$ cat src/rtl/core/vlc_pkg.sv
`default_nettype none

package vlc_pkg;

  // input command codes
  localparam logic CMD_ENCODE = 1'b0;
  localparam logic CMD_DECODE = 1'b1;

  // width mode codes
  localparam logic WIDTH_32 = 1'b0;
  localparam logic WIDTH_64 = 1'b1;
  localparam logic WIDTH_MODE_RESET = WIDTH_64;

  localparam int unsigned VALUE_W  = 64;
  localparam int unsigned BYTE_W   = 8;
  localparam int unsigned GROUP_W  = 7;
  localparam int unsigned COUNT_W  = 4;

  localparam logic [GROUP_W-1:0] GROUP_MASK = 7'h7F;
  localparam logic [BYTE_W-1:0]  CONT_FLAG  = 8'h80;

  // group limits per width, and the highest count ever kept
  localparam logic [COUNT_W-1:0] LIMIT_32  = 4'd5;
  localparam logic [COUNT_W-1:0] LIMIT_64  = 4'd10;
  localparam logic [COUNT_W-1:0] COUNT_MAX = 4'd9;

  // one result beat
  typedef struct packed {
    logic [BYTE_W-1:0]  byte_out;
    logic [VALUE_W-1:0] value_out;
    logic               value_valid;
    logic               overflow_error;
    logic               last;
  } beat_t;

endpackage

`default_nettype wire

$ cat src/rtl/core/vlc_decoder.sv
`default_nettype none

module vlc_decoder (
  input  wire logic                       clk,
  input  wire logic                       rst,
  input  wire logic                       step,
  input  wire logic [7:0]                 byte_in,
  input  wire logic                       wide,
  output vlc_pkg::beat_t                  beat,
  output logic                            has_result
);
  import vlc_pkg::*;

  logic [VALUE_W-1:0] acc;
  logic [COUNT_W-1:0] gc;

  logic [COUNT_W-1:0] gc_c;
  logic [COUNT_W-1:0] gc_inc;
  logic [COUNT_W-1:0] limit;
  logic [6:0]         sh_full;
  logic [5:0]         sh;
  logic [VALUE_W-1:0] acc_new;
  logic               done;
  logic               ovf;

  always_comb begin
    gc_c    = (gc > COUNT_MAX) ? COUNT_MAX : gc;
    // times seven without a multiplier
    sh_full = {gc_c, 3'b000} - {3'b000, gc_c};
    sh      = sh_full[5:0];
    acc_new = acc | ({{(VALUE_W-GROUP_W){1'b0}}, byte_in[GROUP_W-1:0] & GROUP_MASK} << sh);
    done    = (byte_in & CONT_FLAG) == '0;
    gc_inc  = gc_c + 4'd1;
    limit   = wide ? LIMIT_64 : LIMIT_32;
    ovf     = !done && (gc_inc >= limit);
    has_result = done || ovf;

    beat.byte_out       = '0;
    beat.value_out      = '0;
    if (done) begin
      beat.value_out = wide ? acc_new : {32'b0, acc_new[31:0]};
    end
    beat.value_valid    = done;
    beat.overflow_error = ovf;
    beat.last           = 1'b1;
  end

  always_ff @(posedge clk) begin
    if (rst) begin
      acc <= '0;
      gc  <= '0;
    end else if (step) begin
      if (has_result) begin
        acc <= '0;
        gc  <= '0;
      end else begin
        acc <= acc_new;
        gc  <= gc_inc;
      end
    end
  end

endmodule

`default_nettype wire

$ cat src/rtl/core/varint_codec.sv
`default_nettype none

// unsigned leb128 varint codec, 32-bit or 64-bit values
//
// input stream s_axis: tuser selects the command (encode or decode), tdata
// carries the value to encode and the byte to decode. output stream m_axis:
// one beat per encoded byte, or one beat for a finished decode or an
// overflow; tlast marks the final beat caused by an input beat.
// cfg channel: one-bit width mode (0 = 32-bit, 1 = 64-bit), always ready,
// to be written only while the codec is idle.
//
// an input beat lands in the work register at the accepting edge, and its
// first result is registered from there into the output stage, which drives
// m_axis_tvalid; a stalled output stage holds the work register back.
// a decode beat takes a single step; an encode beat produces 1 to 5 bytes in
// 32-bit mode and 1 to 10 in 64-bit mode, one per step of the single
// byte-emitting work register, which takes its next item as it finishes one.
// when m_axis stalls, the output stage holds its beat and the work register
// holds its item; s_axis_tready drops once both are occupied, and also while
// an encode still has bytes left to send.
// reset clears the decode state, empties both stages and selects 64-bit mode.

module varint_codec (
  input  wire logic        clk,
  input  wire logic        rst,
  // configuration
  input  wire logic        cfg_valid,
  output logic             cfg_ready,
  input  wire logic        cfg_data,       // width_mode
  // input stream
  input  wire logic        s_axis_tvalid,
  output logic             s_axis_tready,
  input  wire logic [71:0] s_axis_tdata,   // [63:0] value_in, [71:64] byte_in
  input  wire logic        s_axis_tuser,   // [0] cmd
  // output stream
  output logic             m_axis_tvalid,
  input  wire logic        m_axis_tready,
  output logic [71:0]      m_axis_tdata,   // [7:0] byte_out, [71:8] value_out
  output logic [1:0]       m_axis_tuser,   // [0] value_valid, [1] overflow_error
  output logic             m_axis_tlast    // last
);
  import vlc_pkg::*;

  logic width_mode;

  // work register
  logic               work_valid;
  logic               work_cmd;
  logic [VALUE_W-1:0] work_val;
  logic [BYTE_W-1:0]  work_byte;

  // output stage
  logic  out_valid;
  beat_t out_beat;

  logic  adv;
  logic  fire_work;
  logic  rest_nz;
  logic  work_done;
  logic  emit;
  logic  s_accept;
  beat_t enc_beat;
  beat_t dec_beat;
  logic  dec_has_result;
  logic  dec_step;

  assign cfg_ready = 1'b1;

  always_ff @(posedge clk) begin
    if (rst) begin
      width_mode <= WIDTH_MODE_RESET;
    end else if (cfg_valid && cfg_ready) begin
      width_mode <= cfg_data;
    end
  end

  // output stage free or emptying this cycle
  assign adv       = !out_valid || m_axis_tready;
  assign fire_work = work_valid && adv;
  assign rest_nz   = |work_val[VALUE_W-1:GROUP_W];
  assign work_done = fire_work && ((work_cmd == CMD_DECODE) || !rest_nz);
  assign dec_step  = fire_work && (work_cmd == CMD_DECODE);
  assign emit      = fire_work && ((work_cmd == CMD_ENCODE) || dec_has_result);

  assign s_axis_tready = !work_valid || work_done;
  assign s_accept      = s_axis_tvalid && s_axis_tready;

  // encode: one 7-bit group per beat, continuation flag while bits remain
  always_comb begin
    enc_beat.byte_out       = {rest_nz, work_val[GROUP_W-1:0] & GROUP_MASK};
    enc_beat.value_out      = '0;
    enc_beat.value_valid    = 1'b0;
    enc_beat.overflow_error = 1'b0;
    enc_beat.last           = !rest_nz;
  end

  vlc_decoder u_decoder (
    .clk        (clk),
    .rst        (rst),
    .step       (dec_step),
    .byte_in    (work_byte),
    .wide       (width_mode),
    .beat       (dec_beat),
    .has_result (dec_has_result)
  );

  always_ff @(posedge clk) begin
    if (rst) begin
      work_valid <= 1'b0;
    end else if (s_accept) begin
      work_valid <= 1'b1;
    end else if (work_done) begin
      work_valid <= 1'b0;
    end
  end

  always_ff @(posedge clk) begin
    if (s_accept) begin
      work_cmd  <= s_axis_tuser;
      work_val  <= (width_mode == WIDTH_64) ? s_axis_tdata[63:0]
                                            : {32'b0, s_axis_tdata[31:0]};
      work_byte <= s_axis_tdata[71:64];
    end else if (fire_work && (work_cmd == CMD_ENCODE)) begin
      // drop the group just sent
      work_val <= work_val >> GROUP_W;
    end
  end

  always_ff @(posedge clk) begin
    if (rst) begin
      out_valid <= 1'b0;
    end else if (emit) begin
      out_valid <= 1'b1;
    end else if (m_axis_tready) begin
      out_valid <= 1'b0;
    end
  end

  always_ff @(posedge clk) begin
    if (emit) begin
      out_beat <= (work_cmd == CMD_ENCODE) ? enc_beat : dec_beat;
    end
  end

  assign m_axis_tvalid = out_valid;
  assign m_axis_tdata  = {out_beat.value_out, out_beat.byte_out};
  assign m_axis_tuser  = {out_beat.overflow_error, out_beat.value_valid};
  assign m_axis_tlast  = out_beat.last;

  // a decode beat is either a value or an error, never both
  a_dec_kind: assert property (@(posedge clk) disable iff (rst)
    m_axis_tvalid |-> !(m_axis_tuser[0] && m_axis_tuser[1]))
    else $error("decode beat flags both value and overflow");

  // encoded bytes carry the continuation flag exactly when not last
  a_enc_cont: assert property (@(posedge clk) disable iff (rst)
    (m_axis_tvalid && !m_axis_tuser[0] && !m_axis_tuser[1])
      |-> (m_axis_tdata[7] == !m_axis_tlast))
    else $error("continuation flag disagrees with tlast");

  // an encode with bytes still to send keeps the input closed
  a_enc_hold: assert property (@(posedge clk) disable iff (rst)
    (work_valid && (work_cmd == CMD_ENCODE) && rest_nz) |-> !s_axis_tready)
    else $error("input accepted during a multi-byte encode");

endmodule

`default_nettype wire
$ cat config.mk
export PLATFORM = sky130hd
export DESIGN_NAME = varint_codec
export DESIGN_NICKNAME = d
export VERILOG_FILES = /design/src/rtl/core/vlc_pkg.sv /design/src/rtl/core/vlc_decoder.sv /design/src/rtl/core/varint_codec.sv
export SDC_FILE = /design/constraint.sdc
export NUM_CORES = 1
export LEC_CHECK = 0
export BUFFER_PORTS_ARGS = -buffer_cell sky130_fd_sc_hd__buf_2
export CAP_MARGIN = 20
export CORE_MARGIN = 2
export CORE_UTILIZATION = 43
export DETAILED_ROUTE_END_ITERATION = 12
export GPL_TIMING_DRIVEN = 0
export SYNTH_ARGS = -nofsm -noshare
export SYNTH_HDL_FRONTEND = slang
export SYNTH_SLANG_ARGS = --single-unit
$ cat constraint.sdc
create_clock -name clk -period 5.7 [get_ports clk]
set_clock_uncertainty 0.15 [all_clocks]
set_input_delay 1.14 -clock clk [delete_from_list [all_inputs] [get_ports clk]]
set_output_delay 1.14 -clock clk [all_outputs]
set_load 0.1 [all_outputs]
==> impl_metrics.toml <==
[critical_path]
cp-end-kind = "primary output"
cp_data_required_time_ns = 4.41
r2r_setup_slack_ns = 1.73
cpPeakStageDelay_ns = 0.55
kind_of_start_point_of_the_critical_path = "input pin"
critPathArrivalTime_ns = 3.53
critical_path.cell_chain = "buf_2 -> nor2b_1 -> clkbuf_1 -> clkbuf_1 -> o21ai_1 -> buf_2"
crit_path_top_delay_cell = "clkbuf_1"
regToRegEndpoint = "u_decoder.acc[37]"
critical_path_peak_fanout = 10
worst_r2r_path_depth = 11
timing_worst_setup_path_type = "input pin to primary output"
r2r_start = "width_mode"

[cts]
clock_sinks = 219
postCtsSetupRepairBufs = 0
clkLatencyLatePin_ns = 0.54
cts.reportedPaths.clkPinSlew_ns = 0.06
clock_path_buffers = 3
cts_tree = "built"
cts_buffers = 25
hold_fix_buffer_count_after_cts = 0
clockRootBuffer = "clkbuf_16"
cts_resized = 0
htreeDepth = 1

[yosys]
asyncSetResetFlopFracSynth = 0
mappedNetlistArea_um2 = 11430
synth_enable_flop_cells = 148
yosys_warnings = 0
netlist-cell-type-count = 74
synth_seq_cells = 219
synth.net_count = 1181
sequential_area_share_after_synthesis = 0.5132
netlist_top_cells_area = "edfxtp_1 39%, dfxtp_1 12%, a32o_1 4.6%"
synth_ff_type = "edfxtp_1"
synth_cells = 1096
synth.avg_cell_area_um2 = 10.43
synthDominantCellAreaShare = 0.3889
synth.largest_area_cell = "edfxtp_1"

[floorplan]
area_enclosed_by_the_die_boundary_um2 = 27900
initial_utilization = 0.4386
num_io_pins = 157
fp.dieW_um = 167.0
die_height_um = 167.0
core_um2 = 26060
rows = 59

[detailed_routing]
drt_wl_total_mm = 33.73
detail_route_antenna_nets = 0
drt_drc_violations_left = 0
dr.pass1.iters = 8
viasPerCell = 6.065
drt-initial-drc-count = 986
via_count = 9910
per_cell_routed_wire_length_um = 20.64

[hold_path]
timing.hold.worst_path_depth = 2
whs_endpoint = "u_decoder.acc[57]"
startpoint_of_the_worst_hold_path = "u_decoder.acc[57]"
hold_class = "flop to flop"

[finish]
layout.cell_area.non_filler_um2 = 13630
multi_input_combinational_cell_area_um2 = 5049
antennaDiodeCount = 0
finalNetCount = 1365
num-fill-cells = 2407
post_synthesis_to_final_layout_area_growth_pct = 19.29
regArea_um2 = 5866
drive_above_1_share = 0.2063

[place]
post_dp_cell_area_um2 = 12700
io_buffer_count = 154
detailedPlacementHpwl_mm = 24.36
placer_congestion_estimate = 0.8749

[sta]
period_minus_slack_ns = 4.818
max_transition_viols_final = 0
worstMarginPinSlew_ns = 0.8566
rsz0062_at_grt = "no"
finalCritPeriodShare = 0.8453
setup_viol = 0
finalHoldViolCount = 0
fin_worst_hold_slack_ns = 0.2981
finalSetupTns_ns = 0
maxClockFrequency_mhz = 207.6
max-slew-margin-rel = 0.4263

[power_and_ir_drop]
p_leak_nw = 5.058
finalPower_mw = 4.376
max-vdd-ir-drop_mv = 0.2405
power.density_cell_area_nw_per_um2 = 321.0

[grt]
grt_use_total = 0.2358
grt_antenna_before_repair = 0
wire_length_of_the_first_global_routing_pass_mm = 53.18
grt-ovfl-total = 0
pin_count_of_the_biggest_net_entering_global_routing = 54
vias_in_the_first_global_route = 9476

[job]
cap_violations = 0

[run_status]
run_status = "completed"
critical path: cells and delay by family:
family,cells,cell delay [ns]
compound gates,1,0.43
buf+inv,4,1.60
simple gates,1,0.34
final cells by class:
cell class / count / area share
sequential: 219 / 0.4302
multi-input combinational: 760 / 0.3703
timing repair buffer: 157 / 0.06149
clock buffer: 28 / 0.04745
buffer: 104 / 0.03497
tap: 335 / 0.03075
clock inverter: 18 / 0.02102
inverter: 13 / 0.003763
registers in the layout, indices dropped and copies added (netlist names):
register / flops
work_valid: 1
u_decoder.gc: 4
width_mode: 1
u_decoder.acc: 64
work_val: 64
work_cmd: 1
m_axis_tvalid: 1
m_axis_tuser: 2
work_byte: 8
m_axis_tlast: 1
m_axis_tdata: 72
synth_stat cells, types with 10 or more instances:
master	instances
a221oi_1	10
dfxtp_1	71
nand3_1	79
o211ai_1	44
a211o_1	25
o21ai_0	21
a22o_1	38
nor4_1	15
nor3_1	23
buf_2	18
a21oi_1	69
a22oi_1	11
o32ai_1	25
mux2i_1	30
clkbuf_1	67
nand2b_1	13
edfxtp_1	148
or3_1	25
nor2_1	62
nand2_1	106
a32o_1	53
power by group:
part	internal, mW	switching (mW)
Sequential	1.80	0.0643
Clock	1.14	0.675
Combinational	0.192	0.500
per-layer routing:
metal | up-vias | routed length [um] | GRT usage
li1 | 4671 | - | -
met1 | 4799 | 14550 | 0.3230
met2 | 390 | 15980 | 0.3902
met3 | 50 | 2329 | 0.03232
met4 | 0 | 861 | 0.07084
met5 | - | 0 | 0
cell usage in the layout (no fill, tap or decap), types with 5 or more instances in the layout:
cell	synthesis	routed
clkinv_2	0	6
nor2b_1	8	8
buf_4	5	5
and3_1	7	7
a22oi_1	11	11
o31ai_1	5	5
buf_6	6	6
a31oi_1	5	5
bufinv_16	0	7
nand2_1	106	106
nor4_1	15	15
buf_1	8	8
o32ai_1	25	25
o21ai_1	8	8
o211ai_1	44	44
nor2_1	62	62
a21oi_1	69	68
a22o_1	38	38
a221oi_1	10	10
dfxtp_1	71	71
or3_1	25	25
inv_1	9	9
ha_1	6	6
nand2b_1	13	13
clkbuf_1	67	69
mux2i_1	30	30
a32o_1	53	53
o21ai_0	21	21
nor3_1	23	23
clkbuf_16	0	25
a211oi_1	5	5
edfxtp_1	148	148
a211o_1	25	25
nand3_1	79	79
buf_2	18	172
per-stage QoR:
| stage | worst slack, ns | std cells | utilization |
|---|---|---|---|
| 6_report | 0.8819 | 1634 | 0.5232 |
| 4_1_cts | 0.9352 | 1634 | 0.5232 |
| 3_3_place_gp | -1.806 | 1585 | 0.4842 |
| 2_1_floorplan | 0.2277 | 1096 | - |
| 3_5_place_dp | 0.9424 | 1588 | 0.4873 |
| 5_1_grt | 0.7573 | 1634 | 0.5232 |
worst max-delay path by stage:
| stage | start | to | slack, ns | cells past startpoint |
|---|---|---|---|---|
| floorplan | s_axis_tvalid | work_val[0] | 0.23 | 4 |
| global placement | m_axis_tready | work_val[62] | -1.81 | 5 |
| detailed placement | m_axis_tready | s_axis_tready | 0.94 | 6 |
| CTS | m_axis_tready | s_axis_tready | 0.94 | 6 |
| global route | m_axis_tready | s_axis_tready | 0.76 | 6 |
| finish | m_axis_tready | s_axis_tready | 0.88 | 6 |
logic make-up (layout without fill, tap and decap cells):
| logic type | Yosys count | after routing | share of synthesized area |
|---|---|---|---|
| adder cells (fa/ha/maj) | 6 | 6 | 0.006569 |
| AO/OA/AOI/OAI | 350 | 350 | 0.2420 |
| other | 1 | 1 | 0.0003281 |
| buffers and inverters | 117 | 320 | 0.04620 |
| multiplexers | 33 | 33 | 0.02923 |
| AND/OR/NAND/NOR | 363 | 363 | 0.1558 |
| XOR/XNOR | 7 | 7 | 0.006678 |
| flip-flops | 219 | 219 | 0.5132 |
Power figures use the tool's default switching activity.
